==> config.mk <==
export PLATFORM = sky130hd
export DESIGN_NAME = gps_lnav_subframe_decoder_unit
export DESIGN_NICKNAME = d
export VERILOG_FILES = /design/src/rtl/glsd_pkg.sv /design/src/rtl/glsd_parity.sv /design/src/rtl/glsd_emitter.sv /design/src/rtl/gps_lnav_subframe_decoder_unit.sv
export SDC_FILE = /design/constraint.sdc
export NUM_CORES = 1
export LEC_CHECK = 0
export BUFFER_PORTS_ARGS = -buffer_cell sky130_fd_sc_hd__buf_2
export CORE_MARGIN = 8
export CORE_UTILIZATION = 56
export DETAILED_ROUTE_END_ITERATION = 16
export PLACE_DENSITY = 0.76
export SLEW_MARGIN = 20
export SYNTH_ARGS = -nofsm -noshare
export SYNTH_HDL_FRONTEND = slang
export SYNTH_SLANG_ARGS = --single-unit
==> constraint.sdc <==
create_clock -name clk -period 4.4 [get_ports clk]
set_clock_uncertainty 0.2 [all_clocks]
set_input_delay 0.66 -clock clk [delete_from_list [all_inputs] [get_ports clk]]
set_output_delay 0.66 -clock clk [all_outputs]
set_load 0.01 [all_outputs]
==> src/rtl/glsd_pkg.sv <==
`timescale 1ns / 1ps
// ----------------------------------------------------------------------------
// GPS LNAV subframe decoder package
// Types, status codes, parity masks and the ephemeris/clock field table.
// ----------------------------------------------------------------------------
package glsd_pkg;

	localparam int WORDS_PER_SUBFRAME = 10;
	localparam int DATA_BITS = 24;
	localparam int DIGIT_BITS = 8;
	localparam int DATA_DIGITS = DATA_BITS / DIGIT_BITS;
	localparam int STORE_DEPTH = WORDS_PER_SUBFRAME - 2;
	localparam int STORE_AW = $clog2(STORE_DEPTH);

	localparam logic [3:0] TLM_INDEX = 4'd0;
	localparam logic [3:0] HOW_INDEX = 4'd1;
	localparam logic [3:0] FIRST_DATA_INDEX = 4'd2;
	localparam logic [3:0] LAST_INDEX = 4'(WORDS_PER_SUBFRAME - 1);

	localparam logic [1:0] ST_OK = 2'd0;
	localparam logic [1:0] ST_PARITY = 2'd1;
	localparam logic [1:0] ST_SAT = 2'd2;
	localparam logic [1:0] ST_SUBFRAME = 2'd3;

	localparam logic [2:0] SF_CLOCK = 3'd1;
	localparam logic [2:0] SF_EPH_A = 3'd2;
	localparam logic [2:0] SF_EPH_B = 3'd3;

	localparam logic [4:0] FIRST_ID_SF1 = 5'd0;
	localparam logic [4:0] LAST_ID_SF1 = 5'd9;
	localparam logic [4:0] FIRST_ID_SF2 = 5'd10;
	localparam logic [4:0] LAST_ID_SF2 = 5'd20;
	localparam logic [4:0] FIRST_ID_SF3 = 5'd21;
	localparam logic [4:0] LAST_ID_SF3 = 5'd29;

	localparam logic [23:0] PAR_MASK [6] = '{
		24'hEC7CD2, 24'h763E69, 24'hBB1F34, 24'h5D8F9A, 24'hAEC7CD, 24'h2DEA27
	};

	typedef struct packed {
		logic                 load;
		logic [DATA_BITS-1:0] data;
		logic                 d29;
		logic                 d30;
		logic [5:0]           chk;
	} par_load_t;

	typedef struct packed {
		logic done;
		logic fail;
	} par_res_t;

	typedef struct packed {
		logic                 en;
		logic [STORE_AW-1:0]  addr;
		logic [DATA_BITS-1:0] data;
	} mem_wr_t;

	typedef struct packed {
		logic       go;
		logic [1:0] status;
		logic [4:0] first_id;
		logic [4:0] last_id;
		logic [2:0] subframe;
	} emit_cmd_t;

	typedef struct packed {
		logic [3:0] hw;
		logic [4:0] hs;
		logic [4:0] hl;
		logic [3:0] lw;
		logic [4:0] ls;
		logic [4:0] ll;
		logic       sg;
	} field_desc_t;

	function automatic field_desc_t glsd_fd(input int hw, input int hs, input int hl,
		input int lw, input int ls, input int ll, input int sg);
		field_desc_t d;
		d.hw = 4'(hw);
		d.hs = 5'(hs);
		d.hl = 5'(hl);
		d.lw = 4'(lw);
		d.ls = 5'(ls);
		d.ll = 5'(ll);
		d.sg = 1'(sg);
		return d;
	endfunction

	function automatic field_desc_t glsd_field(input logic [4:0] id);
		field_desc_t d;
		case (id)
			5'd0: d = glsd_fd(3, 1, 10, 0, 0, 0, 0);
			5'd1: d = glsd_fd(3, 11, 2, 0, 0, 0, 0);
			5'd2: d = glsd_fd(3, 13, 4, 0, 0, 0, 0);
			5'd3: d = glsd_fd(3, 17, 6, 0, 0, 0, 0);
			5'd4: d = glsd_fd(3, 23, 2, 8, 1, 8, 0);
			5'd5: d = glsd_fd(7, 17, 8, 0, 0, 0, 1);
			5'd6: d = glsd_fd(8, 9, 16, 0, 0, 0, 0);
			5'd7: d = glsd_fd(9, 1, 8, 0, 0, 0, 1);
			5'd8: d = glsd_fd(9, 9, 16, 0, 0, 0, 1);
			5'd9: d = glsd_fd(10, 1, 22, 0, 0, 0, 1);
			5'd10: d = glsd_fd(3, 1, 8, 0, 0, 0, 0);
			5'd11: d = glsd_fd(3, 9, 16, 0, 0, 0, 1);
			5'd12: d = glsd_fd(4, 1, 16, 0, 0, 0, 1);
			5'd13: d = glsd_fd(4, 17, 8, 5, 1, 24, 1);
			5'd14: d = glsd_fd(6, 1, 16, 0, 0, 0, 1);
			5'd15: d = glsd_fd(6, 17, 8, 7, 1, 24, 0);
			5'd16: d = glsd_fd(8, 1, 16, 0, 0, 0, 1);
			5'd17: d = glsd_fd(8, 17, 8, 9, 1, 24, 0);
			5'd18: d = glsd_fd(10, 1, 16, 0, 0, 0, 0);
			5'd19: d = glsd_fd(10, 17, 1, 0, 0, 0, 0);
			5'd20: d = glsd_fd(10, 18, 5, 0, 0, 0, 0);
			5'd21: d = glsd_fd(3, 1, 16, 0, 0, 0, 1);
			5'd22: d = glsd_fd(3, 17, 8, 4, 1, 24, 1);
			5'd23: d = glsd_fd(5, 1, 16, 0, 0, 0, 1);
			5'd24: d = glsd_fd(5, 17, 8, 6, 1, 24, 1);
			5'd25: d = glsd_fd(7, 1, 16, 0, 0, 0, 1);
			5'd26: d = glsd_fd(7, 17, 8, 8, 1, 24, 1);
			5'd27: d = glsd_fd(9, 1, 24, 0, 0, 0, 1);
			5'd28: d = glsd_fd(10, 1, 8, 0, 0, 0, 0);
			5'd29: d = glsd_fd(10, 9, 14, 0, 0, 0, 1);
			default: d = glsd_fd(3, 1, 1, 0, 0, 0, 0);
		endcase
		return d;
	endfunction

	function automatic logic [31:0] glsd_low_mask(input logic [5:0] n);
		return ~(32'hFFFF_FFFF << n);
	endfunction

	function automatic logic [5:0] glsd_digit_parity(input logic [DIGIT_BITS-1:0] digit,
		input logic [1:0] step);
		logic [5:0] r;
		logic [DIGIT_BITS-1:0] m;
		r = '0;
		for (int i = 0; i < 6; i++) begin
			case (step)
				2'd0: m = PAR_MASK[i][23:16];
				2'd1: m = PAR_MASK[i][15:8];
				default: m = PAR_MASK[i][7:0];
			endcase
			r[5-i] = ^(digit & m);
		end
		return r;
	endfunction

endpackage

==> src/rtl/glsd_parity.sv <==
`timescale 1ns / 1ps
// ----------------------------------------------------------------------------
// GLSD parity checker
// Folds the 24 data bits one 8-bit digit per cycle into the six parity sums.
// ----------------------------------------------------------------------------
module glsd_parity
	import glsd_pkg::*;
(
	input  logic      clk,
	input  logic      arst_n,
	input  par_load_t ld,
	output par_res_t  res
);

	logic [DATA_BITS-1:0] sh_q;
	logic [5:0]           acc_q;
	logic [1:0]           cnt_q;
	logic                 run_q;
	logic                 d29_q;
	logic                 d30_q;
	logic [5:0]           chk_q;
	logic                 done_q;
	logic                 fail_q;
	logic [5:0]           acc_next;
	logic [5:0]           seed;

	assign acc_next = acc_q ^ glsd_digit_parity(sh_q[DATA_BITS-1 -: DIGIT_BITS], cnt_q);
	assign seed = {d29_q, d30_q, d29_q, d30_q, d30_q, d29_q};

	always_ff @(posedge clk or negedge arst_n) begin
		if (!arst_n) begin
			run_q <= 1'b0;
			cnt_q <= '0;
			done_q <= 1'b0;
		end else begin
			done_q <= !ld.load && run_q && (cnt_q == 2'(DATA_DIGITS - 1));
			if (ld.load) begin
				run_q <= 1'b1;
				cnt_q <= '0;
			end else if (run_q) begin
				if (cnt_q == 2'(DATA_DIGITS - 1)) begin
					run_q <= 1'b0;
				end
				cnt_q <= cnt_q + 2'd1;
			end
		end
	end

	always_ff @(posedge clk) begin
		if (ld.load) begin
			sh_q <= ld.data;
			acc_q <= '0;
			d29_q <= ld.d29;
			d30_q <= ld.d30;
			chk_q <= ld.chk;
		end else if (run_q) begin
			sh_q <= sh_q << DIGIT_BITS;
			acc_q <= acc_next;
			if (cnt_q == 2'(DATA_DIGITS - 1)) begin
				fail_q <= (acc_next ^ seed) != chk_q;
			end
		end
	end

	assign res.done = done_q;
	assign res.fail = fail_q;

endmodule

==> src/rtl/glsd_emitter.sv <==
`timescale 1ns / 1ps
// ----------------------------------------------------------------------------
// GLSD field emitter
// Holds the data word store and walks the field table, one field at a time.
// ----------------------------------------------------------------------------
module glsd_emitter
	import glsd_pkg::*;
(
	input  logic               clk,
	input  logic               arst_n,
	input  mem_wr_t            wr,
	input  emit_cmd_t          cmd,
	output logic               busy,
	input  logic               field_stall,
	output logic               field_valid,
	output logic [4:0]         field_id,
	output logic signed [32:0] field_value,
	output logic [2:0]         subframe_number,
	output logic [1:0]         status,
	output logic               last
);

	localparam logic [1:0] E_IDLE = 2'd0;
	localparam logic [1:0] E_RD = 2'd1;
	localparam logic [1:0] E_EXT = 2'd2;
	localparam logic [1:0] E_OUT = 2'd3;

	logic [DATA_BITS-1:0] mem [STORE_DEPTH];
	logic [DATA_BITS-1:0] rd_hi_q;
	logic [DATA_BITS-1:0] rd_lo_q;
	logic [31:0]          hi_q;
	logic [31:0]          lo_q;

	logic [1:0]  state_q;
	logic [4:0]  cur_id_q;
	logic [4:0]  last_id_q;
	logic [1:0]  st_q;
	logic [2:0]  sub_q;

	logic               out_valid_q;
	logic [4:0]         out_id_q;
	logic signed [32:0] out_value_q;
	logic [2:0]         out_sub_q;
	logic [1:0]         out_st_q;
	logic               out_last_q;

	field_desc_t desc;
	logic        rd_en;
	logic        out_free;
	logic [4:0]  hi_sh;
	logic [4:0]  lo_sh;
	logic [5:0]  total;
	logic [31:0] joined;
	logic        neg;
	logic [32:0] value;

	assign desc = glsd_field(cur_id_q);
	assign rd_en = state_q == E_RD;
	assign out_free = !out_valid_q || !field_stall;
	assign hi_sh = 5'd25 - desc.hs - desc.hl;
	assign lo_sh = 5'd25 - desc.ls - desc.ll;
	assign total = {1'b0, desc.hl} + {1'b0, desc.ll};
	assign joined = (desc.ll != 5'd0) ? ((hi_q << desc.ll) | lo_q) : hi_q;
	assign neg = desc.sg && joined[5'(total - 6'd1)];
	assign value = {1'b0, joined} | (neg ? ~{1'b0, glsd_low_mask(total)} : 33'd0);

	always_ff @(posedge clk) begin
		if (wr.en) begin
			mem[wr.addr] <= wr.data;
		end
		if (rd_en) begin
			rd_hi_q <= mem[STORE_AW'(desc.hw - 4'd3)];
			rd_lo_q <= mem[STORE_AW'(desc.lw - 4'd3)];
		end
	end

	always_ff @(posedge clk) begin
		if (state_q == E_EXT) begin
			hi_q <= ({8'd0, rd_hi_q} >> hi_sh) & glsd_low_mask({1'b0, desc.hl});
			lo_q <= ({8'd0, rd_lo_q} >> lo_sh) & glsd_low_mask({1'b0, desc.ll});
		end
	end

	always_ff @(posedge clk or negedge arst_n) begin
		if (!arst_n) begin
			state_q <= E_IDLE;
			out_valid_q <= 1'b0;
		end else begin
			if (state_q == E_OUT && out_free) begin
				out_valid_q <= 1'b1;
			end else if (!field_stall) begin
				out_valid_q <= 1'b0;
			end
			case (state_q)
				E_IDLE: begin
					if (cmd.go) begin
						state_q <= (cmd.status == ST_OK) ? E_RD : E_OUT;
					end
				end
				E_RD: state_q <= E_EXT;
				E_EXT: state_q <= E_OUT;
				E_OUT: begin
					if (out_free) begin
						if (st_q != ST_OK || cur_id_q == last_id_q) begin
							state_q <= E_IDLE;
						end else begin
							state_q <= E_RD;
						end
					end
				end
				default: state_q <= E_IDLE;
			endcase
		end
	end

	always_ff @(posedge clk) begin
		if (state_q == E_IDLE && cmd.go) begin
			cur_id_q <= cmd.first_id;
			last_id_q <= cmd.last_id;
			st_q <= cmd.status;
			sub_q <= cmd.subframe;
		end else if (state_q == E_OUT && out_free) begin
			cur_id_q <= cur_id_q + 5'd1;
		end
		if (state_q == E_OUT && out_free) begin
			out_sub_q <= sub_q;
			out_st_q <= st_q;
			if (st_q != ST_OK) begin
				out_id_q <= 5'd0;
				out_value_q <= '0;
				out_last_q <= 1'b1;
			end else begin
				out_id_q <= cur_id_q;
				out_value_q <= value;
				out_last_q <= cur_id_q == last_id_q;
			end
		end
	end

	assign busy = state_q != E_IDLE;
	assign field_valid = out_valid_q;
	assign field_id = out_id_q;
	assign field_value = out_value_q;
	assign subframe_number = out_sub_q;
	assign status = out_st_q;
	assign last = out_last_q;

endmodule

==> src/rtl/gps_lnav_subframe_decoder_unit.sv <==
`timescale 1ns / 1ps
// ----------------------------------------------------------------------------
// GPS LNAV subframe decoder
// Checks word parity, buffers data words, emits raw ephemeris and clock fields.
// ----------------------------------------------------------------------------
// channel | signals                                              | flow
// nav     | nav_valid, nav_stall, nav_word, word_index, sat_number | in
// field   | field_valid, field_stall, field_id, field_value,     | out
//         | subframe_number, status, last                        |
//
// A data word (index 2..9) passes through the accept, three 8-bit digits
// through the parity shift register, and a final step to fold in the result.
// Telemetry, handover and out-of-range words are handled in the accept alone.
// Word 9 adds a decide state, then each field passes store read, extract and
// join, and the join can be held by field_stall.
// arst_n clears all control state; field_stall holds the output register and
// the field walk, and nav_stall stays high until the walk has finished.
// ----------------------------------------------------------------------------
module gps_lnav_subframe_decoder_unit
	import glsd_pkg::*;
(
	input  logic               clk,
	input  logic               arst_n,
	input  logic               nav_valid,
	output logic               nav_stall,
	input  logic [29:0]        nav_word,
	input  logic [3:0]         word_index,
	input  logic [5:0]         sat_number,
	output logic               field_valid,
	input  logic               field_stall,
	output logic [4:0]         field_id,
	output logic signed [32:0] field_value,
	output logic [2:0]         subframe_number,
	output logic [1:0]         status,
	output logic               last
);

	localparam logic [1:0] S_IDLE = 2'd0;
	localparam logic [1:0] S_PARITY = 2'd1;
	localparam logic [1:0] S_DECIDE = 2'd2;

	logic [1:0] state_q;
	logic [1:0] prev_q;
	logic [2:0] sub_q;
	logic       pf_q;
	logic [5:0] tracked_q;
	logic [5:0] sat_q;
	logic       end_word_q;

	logic       accept;
	logic       emit_busy;
	logic [5:0] bound;
	par_load_t  pld;
	par_res_t   pres;
	mem_wr_t    wr;
	emit_cmd_t  cmd;

	assign nav_stall = (state_q != S_IDLE) || emit_busy;
	assign accept = nav_valid && !nav_stall;

	always_comb begin
		pld.load = accept && (word_index inside {[FIRST_DATA_INDEX:LAST_INDEX]});
		pld.data = nav_word[29:6] ^ {DATA_BITS{prev_q[0]}};
		pld.d29 = prev_q[1];
		pld.d30 = prev_q[0];
		pld.chk = nav_word[5:0];
		wr.en = pld.load;
		wr.addr = STORE_AW'(word_index - FIRST_DATA_INDEX);
		wr.data = pld.data;
	end

	always_comb begin
		bound = (tracked_q == 6'd0) ? sat_q : tracked_q;
		cmd.go = state_q == S_DECIDE;
		cmd.subframe = sub_q;
		cmd.first_id = FIRST_ID_SF1;
		cmd.last_id = LAST_ID_SF1;
		cmd.status = ST_OK;
		if (pf_q) begin
			cmd.status = ST_PARITY;
		end else if (bound != sat_q) begin
			cmd.status = ST_SAT;
		end else begin
			case (sub_q)
				SF_CLOCK: begin
					cmd.first_id = FIRST_ID_SF1;
					cmd.last_id = LAST_ID_SF1;
				end
				SF_EPH_A: begin
					cmd.first_id = FIRST_ID_SF2;
					cmd.last_id = LAST_ID_SF2;
				end
				SF_EPH_B: begin
					cmd.first_id = FIRST_ID_SF3;
					cmd.last_id = LAST_ID_SF3;
				end
				default: cmd.status = ST_SUBFRAME;
			endcase
		end
	end

	always_ff @(posedge clk or negedge arst_n) begin
		if (!arst_n) begin
			state_q <= S_IDLE;
			prev_q <= '0;
			sub_q <= '0;
			pf_q <= 1'b0;
			tracked_q <= '0;
			end_word_q <= 1'b0;
			sat_q <= '0;
		end else begin
			case (state_q)
				S_IDLE: begin
					if (accept) begin
						if (word_index == TLM_INDEX) begin
							pf_q <= 1'b0;
						end else if (word_index == HOW_INDEX) begin
							sub_q <= nav_word[10:8];
							prev_q <= nav_word[1:0];
						end else if (pld.load) begin
							prev_q <= nav_word[1:0];
							sat_q <= sat_number;
							end_word_q <= word_index == LAST_INDEX;
							state_q <= S_PARITY;
						end
					end
				end
				S_PARITY: begin
					if (pres.done) begin
						if (pres.fail) begin
							pf_q <= 1'b1;
						end
						state_q <= end_word_q ? S_DECIDE : S_IDLE;
					end
				end
				S_DECIDE: begin
					if (!pf_q && tracked_q == 6'd0) begin
						tracked_q <= sat_q;
					end
					pf_q <= 1'b0;
					state_q <= S_IDLE;
				end
				default: state_q <= S_IDLE;
			endcase
		end
	end

	glsd_parity u_parity (
		.clk    (clk),
		.arst_n (arst_n),
		.ld     (pld),
		.res    (pres)
	);

	glsd_emitter u_emitter (
		.clk             (clk),
		.arst_n          (arst_n),
		.wr              (wr),
		.cmd             (cmd),
		.busy            (emit_busy),
		.field_stall     (field_stall),
		.field_valid     (field_valid),
		.field_id        (field_id),
		.field_value     (field_value),
		.subframe_number (subframe_number),
		.status          (status),
		.last            (last)
	);

endmodule

After elaboration in Yosys (flattened, before gate mapping)

Memory sizes are Yosys's and may differ from the RTL's. A register that Yosys moved wholly into a read port is not among the register bits.
Cells that the tools add are included.

Register bits: 190
Bits in writable memories: 192
Bits in read-only memories: 704
Bits of input ports: 44
Output and inout port bits: 46
Word-level logic and storage cells: 193
Memories kept: 2

Add/sub/neg operators: 11
Order comparisons: 3
Equality and inequality tests: 25
Shifts and indexed selects: 6
Muxes and demuxes: 50
Bitwise logic cells: 20
Reductions and logical operators: 47

Memory list:

| name             | depth | bits a word | rd ports | clocked after Yosys merged registers in | wr ports | line               | RTL |
|---|---|---|---|---|---|---|---|
| (name not given) | 32    | 22          | 1        | 1                                       | 0        | glsd_pkg.sv:92     | `case (id)` |
| u_emitter.mem    | 8     | 24          | 2        | 2                                       | 1        | glsd_emitter.sv:28 | `logic [DATA_BITS-1:0] mem [STORE_DEPTH];` |

Operator list:

| cell                    | count |
|---|---|
| $not A32 Y32            | 3 |
| $and A32 B32 Y32        | 2 |
| $pmux W8 S2             | 4 |
| $shl A32 B5 Y32 const A | 2 |
| $shr A24 B5 Y32         | 2 |
| $mux W24                | 2 |
| $reduce_xor A8 Y1       | 6 |
| $and A8 B8 Y8           | 5 |
| $mux W33                | 1 |
| $not A32 Y33            | 1 |
| $or A32 B33 Y33         | 1 |
| $mux W2                 | 16 |
| $mux W32                | 1 |
| $or A32 B32 Y32         | 1 |
| $shl A32 B5 Y32         | 1 |
| $shl A32 B6 Y32 const A | 1 |
| $pmux W7 S2             | 2 |
| $xor A24 B24 Y24        | 1 |
| $mux W10                | 2 |
| $pmux W10 S2            | 1 |
| $mux W5                 | 3 |
| $reduce_and A5 Y1       | 3 |
| $mux W1                 | 13 |
| $ne A2 B1 Y1 const B    | 6 |
| other kinds (41)        | 82 |

Longest topological paths before layout

Word-level depth: 10
Mapped depth: 13
Gate-level depth less buffers: 12

Modules after synthesis

A second synthesis with hierarchy kept.

Cell total of the unflattened synthesis: 1,604
Area, all modules: 22,315.2 sq um

By module, submodules not included:

| module                         | instances | cells each | area an instance (sq um) | sequential area each (sq um) |
|---|---|---|---|---|
| glsd_emitter                   | 1         | 1,273      | 18,495.2                 | 10,875.4 |
| glsd_parity                    | 1         | 199        | 2,448.6                  | 1,211.2 |
| gps_lnav_subframe_decoder_unit | 1         | 132        | 1,371.3                  | 525.5 |

Worst setup path after synthesis

No wires, ideal clock.

Path kind: in2reg
From: in word_index[2]
To: mem u_emitter.mem[0][0], enable pin
Data arrival time: 4,010 ps
Required time: 3,726 ps
Path slack: -285 ps
Cell stages on the path: 4
Path buffers: 0
Cells stage by stage: nor2_1 -> xnor2_1 -> nand2_1 -> nor4b_1

Cells in the longest elaborated chain, start to end: 5

RTL lines:

| what                                         | line                                 | RTL |
|---|---|---|
| start: declaration                           | gps_lnav_subframe_decoder_unit.sv:27 | `input logic [3:0] word_index,` |
| $ge A4 B2 Y1 or $le A4 B4 Y1 (tied branches) | gps_lnav_subframe_decoder_unit.sv:62 | `pld.load = accept && (word_index inside {[FIRST_DATA_INDEX:LAST_INDEX]});` |
| $logic_and A1 B1 Y1 (2 in series)            | gps_lnav_subframe_decoder_unit.sv:62 |  |
| $mux W1                                      | glsd_emitter.sv:68                   | `if (wr.en) begin` |
| $mux W1 (implied by the code)                | glsd_emitter.sv:69                   | `mem[wr.addr] <= wr.data;` |
| end: declaration                             | glsd_emitter.sv:28                   |  |

Parallel ways exist; a longest one is shown, timed or not.

Worst setup path in the final report

From: reg u_emitter.state_q[0]
To: reg u_emitter.desc[0] (netlist name)

Cells in the longest elaborated chain, start to end: 4

RTL lines:

| what                                                           | line                                     | RTL |
|---|---|---|
| start: declaration                                             | glsd_emitter.sv:34                       | `logic [1:0] state_q;` |
| start signal: assignment                                       | glsd_emitter.sv:97                       | `state_q <= (cmd.status == ST_OK) ? E_RD : E_OUT;` |
| $eq A2 B2 Y1 or $logic_not A2 Y1 (tied branches)               | glsd_emitter.sv:122, glsd_emitter.sv:117 |  |
| $logic_and A1 B1 Y1 (on tied branches)                         | glsd_emitter.sv:122, glsd_emitter.sv:117 |  |
| $reduce_bool A2 Y1 (no source line) or $mux W5 (tied branches) | --                                       |  |
| $mux W5 (no source line) (*)                                   | --                                       |  |

Every way passes the cells marked *; elsewhere a longest branch is shown, timed or not.
A chain may end at the register's enable or synchronous reset.

==> impl_table.tex <==
\begin{tabular}{lr}
\hline
Metric & Value \\
\hline
\multicolumn{2}{l}{\textbf{Worst setup path}} \\
Critical-path cell list & inv\_1 > ha\_1 > inv\_1 > or2\_2 > clkinv\_1 > a31oi\_1 > inv\_1 > ha\_1 > nor4\_1 > o21bai\_1 > o22ai\_1 \\
Startpoint kind of the worst setup timing path & flop \\
Depth of the worst register-to-register path & 11 \\
Crit path kind & flop to flop \\
Crit-path leading delay family & compound AO/OA/AOI/OAI gates \\
Most frequent cell on the critical path & inv\_1 \\
Capture instance of the worst register-to-register path & u\_emitter.desc[0] \\
Worst Setup End Kind & flop \\
Max FO, Critical Path & 17 \\
Delay of the slowest critical-path stage & 730 ps \\
Arrival @ worst endpoint & 4050 ps \\
Setup slack of the most critical reg-to-reg path & 560 ps \\
Required time at the endpoint of the critical path & 4610 ps \\
Beginning of the worst register-to-register path & u\_emitter.state\_q[0] \\
Cell with the biggest individual delay on the critical path & a31oi\_1 \\
Number of buffers and inverters on the critical path & 4 \\
\multicolumn{2}{l}{\textbf{Pwr}} \\
Switching power share of the total & 40.91\% \\
Cell-internal power & 12.89 mW \\
Power spent charging and discharging nets & 8.926 mW \\
Peak supply drop & 0.5438 mV \\
Power share of the sequential group & 31.4\% \\
Power share of the combinational group & 52.1\% \\
Power density over cell area & 894.7 nW/µm² \\
Clock network fraction of design power & 16.5\% \\
Static leakage & 8.652 nW \\
\multicolumn{2}{l}{\textbf{Final layout}} \\
Antenna fix cells & 0 \\
Net total in the final layout & 1,755 \\
Share of final-layout standard cells stronger than drive strength 1 & 23.52\% \\
Final standard cell count with taps included and fillers excluded & 2,227 \\
Area growth, synth to finish & 11.08\% \\
Utilization after layout & 63.10\% \\
Design area & 24,390 µm² \\
\multicolumn{2}{l}{\textbf{Yosys}} \\
Yosys Warn Count & 0 \\
Area of the mapped netlist & 21,950 µm² \\
Predominant post-synthesis flop cell & edfxtp\_1 \\
Main area contributors after synthesis & edfxtp\_1, mux4\_2, mux2\_2 \\
Net count of the mapped netlist & 1,681 \\
Synthesized area per cell & 13.72 µm² \\
Synth Register Bits & 430 \\
Area share of the largest cell type after synthesis & 51.56\% \\
Synth cell types & 82 \\
Top post-synthesis cells by count & edfxtp\_1, nor2\_1, mux4\_2 \\
Library cell with the largest summed area after synthesis & edfxtp\_1 \\
Async set-reset flop share out of synthesis & 6.512\% \\
Number of flops mapped to enable cells by yosys & 377 \\
Number of cells produced by synthesis & 1,600 \\
Sequential cell area fraction in the yosys report & 57.04\% \\
Most frequent cell after synthesis & edfxtp\_1 \\
\multicolumn{2}{l}{\textbf{Global routing}} \\
Vias in the first global route & 14.04k \\
Wire length of the first global-routing pass & 82.24 mm \\
Largest net degree at the start of global routing & 49 \\
Total track usage & 22.83\% \\
Global route total overflow & 0 \\
Number of antenna violations at the first check in global routing & 0 \\
\multicolumn{2}{l}{\textbf{Timing}} \\
Worst hold margin & 64.82 ps \\
RSZ-0062 raised after global routing & no \\
Tmin final & 3844 ps \\
Final count of pins violating max slew & 0 \\
Final setup violating endpoints & 0 \\
Transition time at the pin with the least slew margin & 1115 ps \\
Accumulated negative setup slack & 0 ps \\
Headroom to the max-slew limit & 25.67\% \\
Post-route fraction of the period consumed by the critical path & 87.35\% \\
Hold Vio Cnt, Final & 0 \\
Peak Freq & 260.2 MHz \\
\multicolumn{2}{l}{\textbf{Clock network}} \\
Clock tree from TritonCTS & done \\
Clock latency on the worst-skew pair & 570 ps \\
Clock slew at the register clock pins of the worst setup and hold paths & 60 ps \\
Bufs on Longest Clock Path & 3 \\
CTS buffer count & 45 \\
CTS root buffer & clkbuf\_16 \\
Number of clock sinks & 430 \\
Hold buffer count at CTS & 1 \\
Setup repair bufs after CTS & 0 \\
Cts repair resizes & 0 \\
Maximum level of the CTS H-tree & 2 \\
\multicolumn{2}{l}{\textbf{Routing}} \\
Remaining antenna violation count & 0 \\
Violation count after the first detailed-routing iteration & 1,518 \\
Post-detailed-route DRC marker count & 0 \\
Routed wirelength normalized by instance count & 24.39 µm \\
Mean number of vias per cell & 6.358 \\
Total length of routed wires & 54.31 mm \\
Vias & 14.16k \\
DRT Pass-1 Iters & 5 \\
\multicolumn{2}{l}{\textbf{Worst hold path}} \\
Hold path depth & 1 \\
HP Start & nav\_word[5] \\
Hold/Removal Path Class & primary input to flop \\
Hold worst-path end & u\_parity.chk\_q[5] \\
\multicolumn{2}{l}{\textbf{Run}} \\
Max-capacitance violation count & 0 \\
\multicolumn{2}{l}{\textbf{Die}} \\
Die area & 45,800 µm² \\
DIE HEIGHT & 214 µm \\
Die W & 214 µm \\
Site row count & 72 \\
Starting Density & 56.81\% \\
Floorplan Core Area & 38,650 µm² \\
Number of ports placed on the die boundary & 90 \\
\multicolumn{2}{l}{\textbf{Place}} \\
Placer congestion estimate & 0.9478 \\
Total cell area at the placement stage & 22,980 µm² \\
PortBufs & 89 \\
Post-DP HPWL & 36.20 mm \\
Placed insts & 2,144 \\
\multicolumn{2}{l}{\textbf{Outcome}} \\
Result of the run & completed \\
\hline
\end{tabular}
## metal layers
metal	track usage, %	part of all wire [%]
met3	3.935	7.8
met5	0	0
met1	30.05	40
met2	38.51	50
met4	6.903	2.4
## stage by stage
stage | setup WS [ps] | power (mW)
finish | 556.4 | 21.82
global route | 257.0 | 22.90
CTS | 635.1 | 21.74
detailed placement | 652.2 | 18.09
global placement | 723.6 | 17.94
floorplan | 12.25 | 15.08
## flip-flops by register name, summed over array words and instances (netlist names), 3 cells and up
signal	flops
u_parity.chk_q	6
u_parity.acc_q	6
u_parity.sh_q	24
u_emitter.cur_id_q	5
sub_q	3
u_emitter.field_value	33
u_emitter.rd_lo_q	24
u_emitter.desc	19
u_emitter.subframe_number	3
u_emitter.field_id	5
u_emitter.mem	192
u_emitter.rd_hi_q	24
u_emitter.hi_q	24
u_emitter.lo_q	24
sat_q	6
tracked_q	6
u_emitter.sub_q	3
## cell families after synthesis
kind of cell / synth area share (%)
and+or+nand+nor: 7.945
muxes: 17.20
adders and majority gates: 2.177
DFF: 57.04
AOI/OAI and AO/OA: 8.828
buffers and inverters: 2.975
xor gates and xnor gates: 3.841
## cell usage in the layout (no fill, tap or decap), types with 26 or more instances in the layout
master	count
o21ai_0	55
nand2_1	95
and3_1	28
nand3_1	27
xnor2_1	45
edfxtp_1	377
a21oi_1	56
ha_1	31
mux2_2	68
buf_4	40
clkbuf_16	46
nor2_1	126
buf_2	89
dfrtp_1	28
inv_1	47
mux2i_1	60
mux4_2	107
nor3_1	26
o22ai_1	34
xor2_1	39
## layout make-up
cell class,instances,area [µm²]
sequential,430,12530
clock buffer,61,1207
timing repair buffer,131,775.7
inverter,52,195.2
tap,518,648.1
fill,2837,14260
clock inverter,21,177.7
multi-input combinational,1014,8852
## worst register-to-register path: stages (launching register included)
cell and delay, ps:
dfrtp_1 410, inv_1 110, ha_1 300, inv_1 70, or2_2 290, clkinv_1 420
a31oi_1 740, inv_1 290, ha_1 350, nor4_1 300, o21bai_1 150, o22ai_1 80
## how the worst max path moves through the flow
stage | start | to | slack [ps] | depth (start not counted)
floorplan | word_index[2] | u_emitter.mem[4][0] | 10 | 7
global placement | u_emitter.desc[16] | u_emitter.hi_q[22] | 720 | 10
detailed placement | u_emitter.state_q[0] | u_emitter.desc[0] | 650 | 11
CTS | u_emitter.state_q[0] | u_emitter.desc[0] | 640 | 11
global route | u_emitter.state_q[0] | u_emitter.desc[0] | 260 | 11
finish | u_emitter.state_q[0] | u_emitter.desc[0] | 560 | 11
## power groups by stage
stage	combinational, mW	sequential [mW]	clock [mW]
4_1_cts	11.3	6.85	3.64
6_report	11.4	6.86	3.59
5_1_grt	12.2	6.94	3.77
3_3_place_gp	11.0	6.90	0
2_1_floorplan	8.46	6.62	0
3_5_place_dp	11.2	6.92	0
Power figures use the tool's default switching activity.
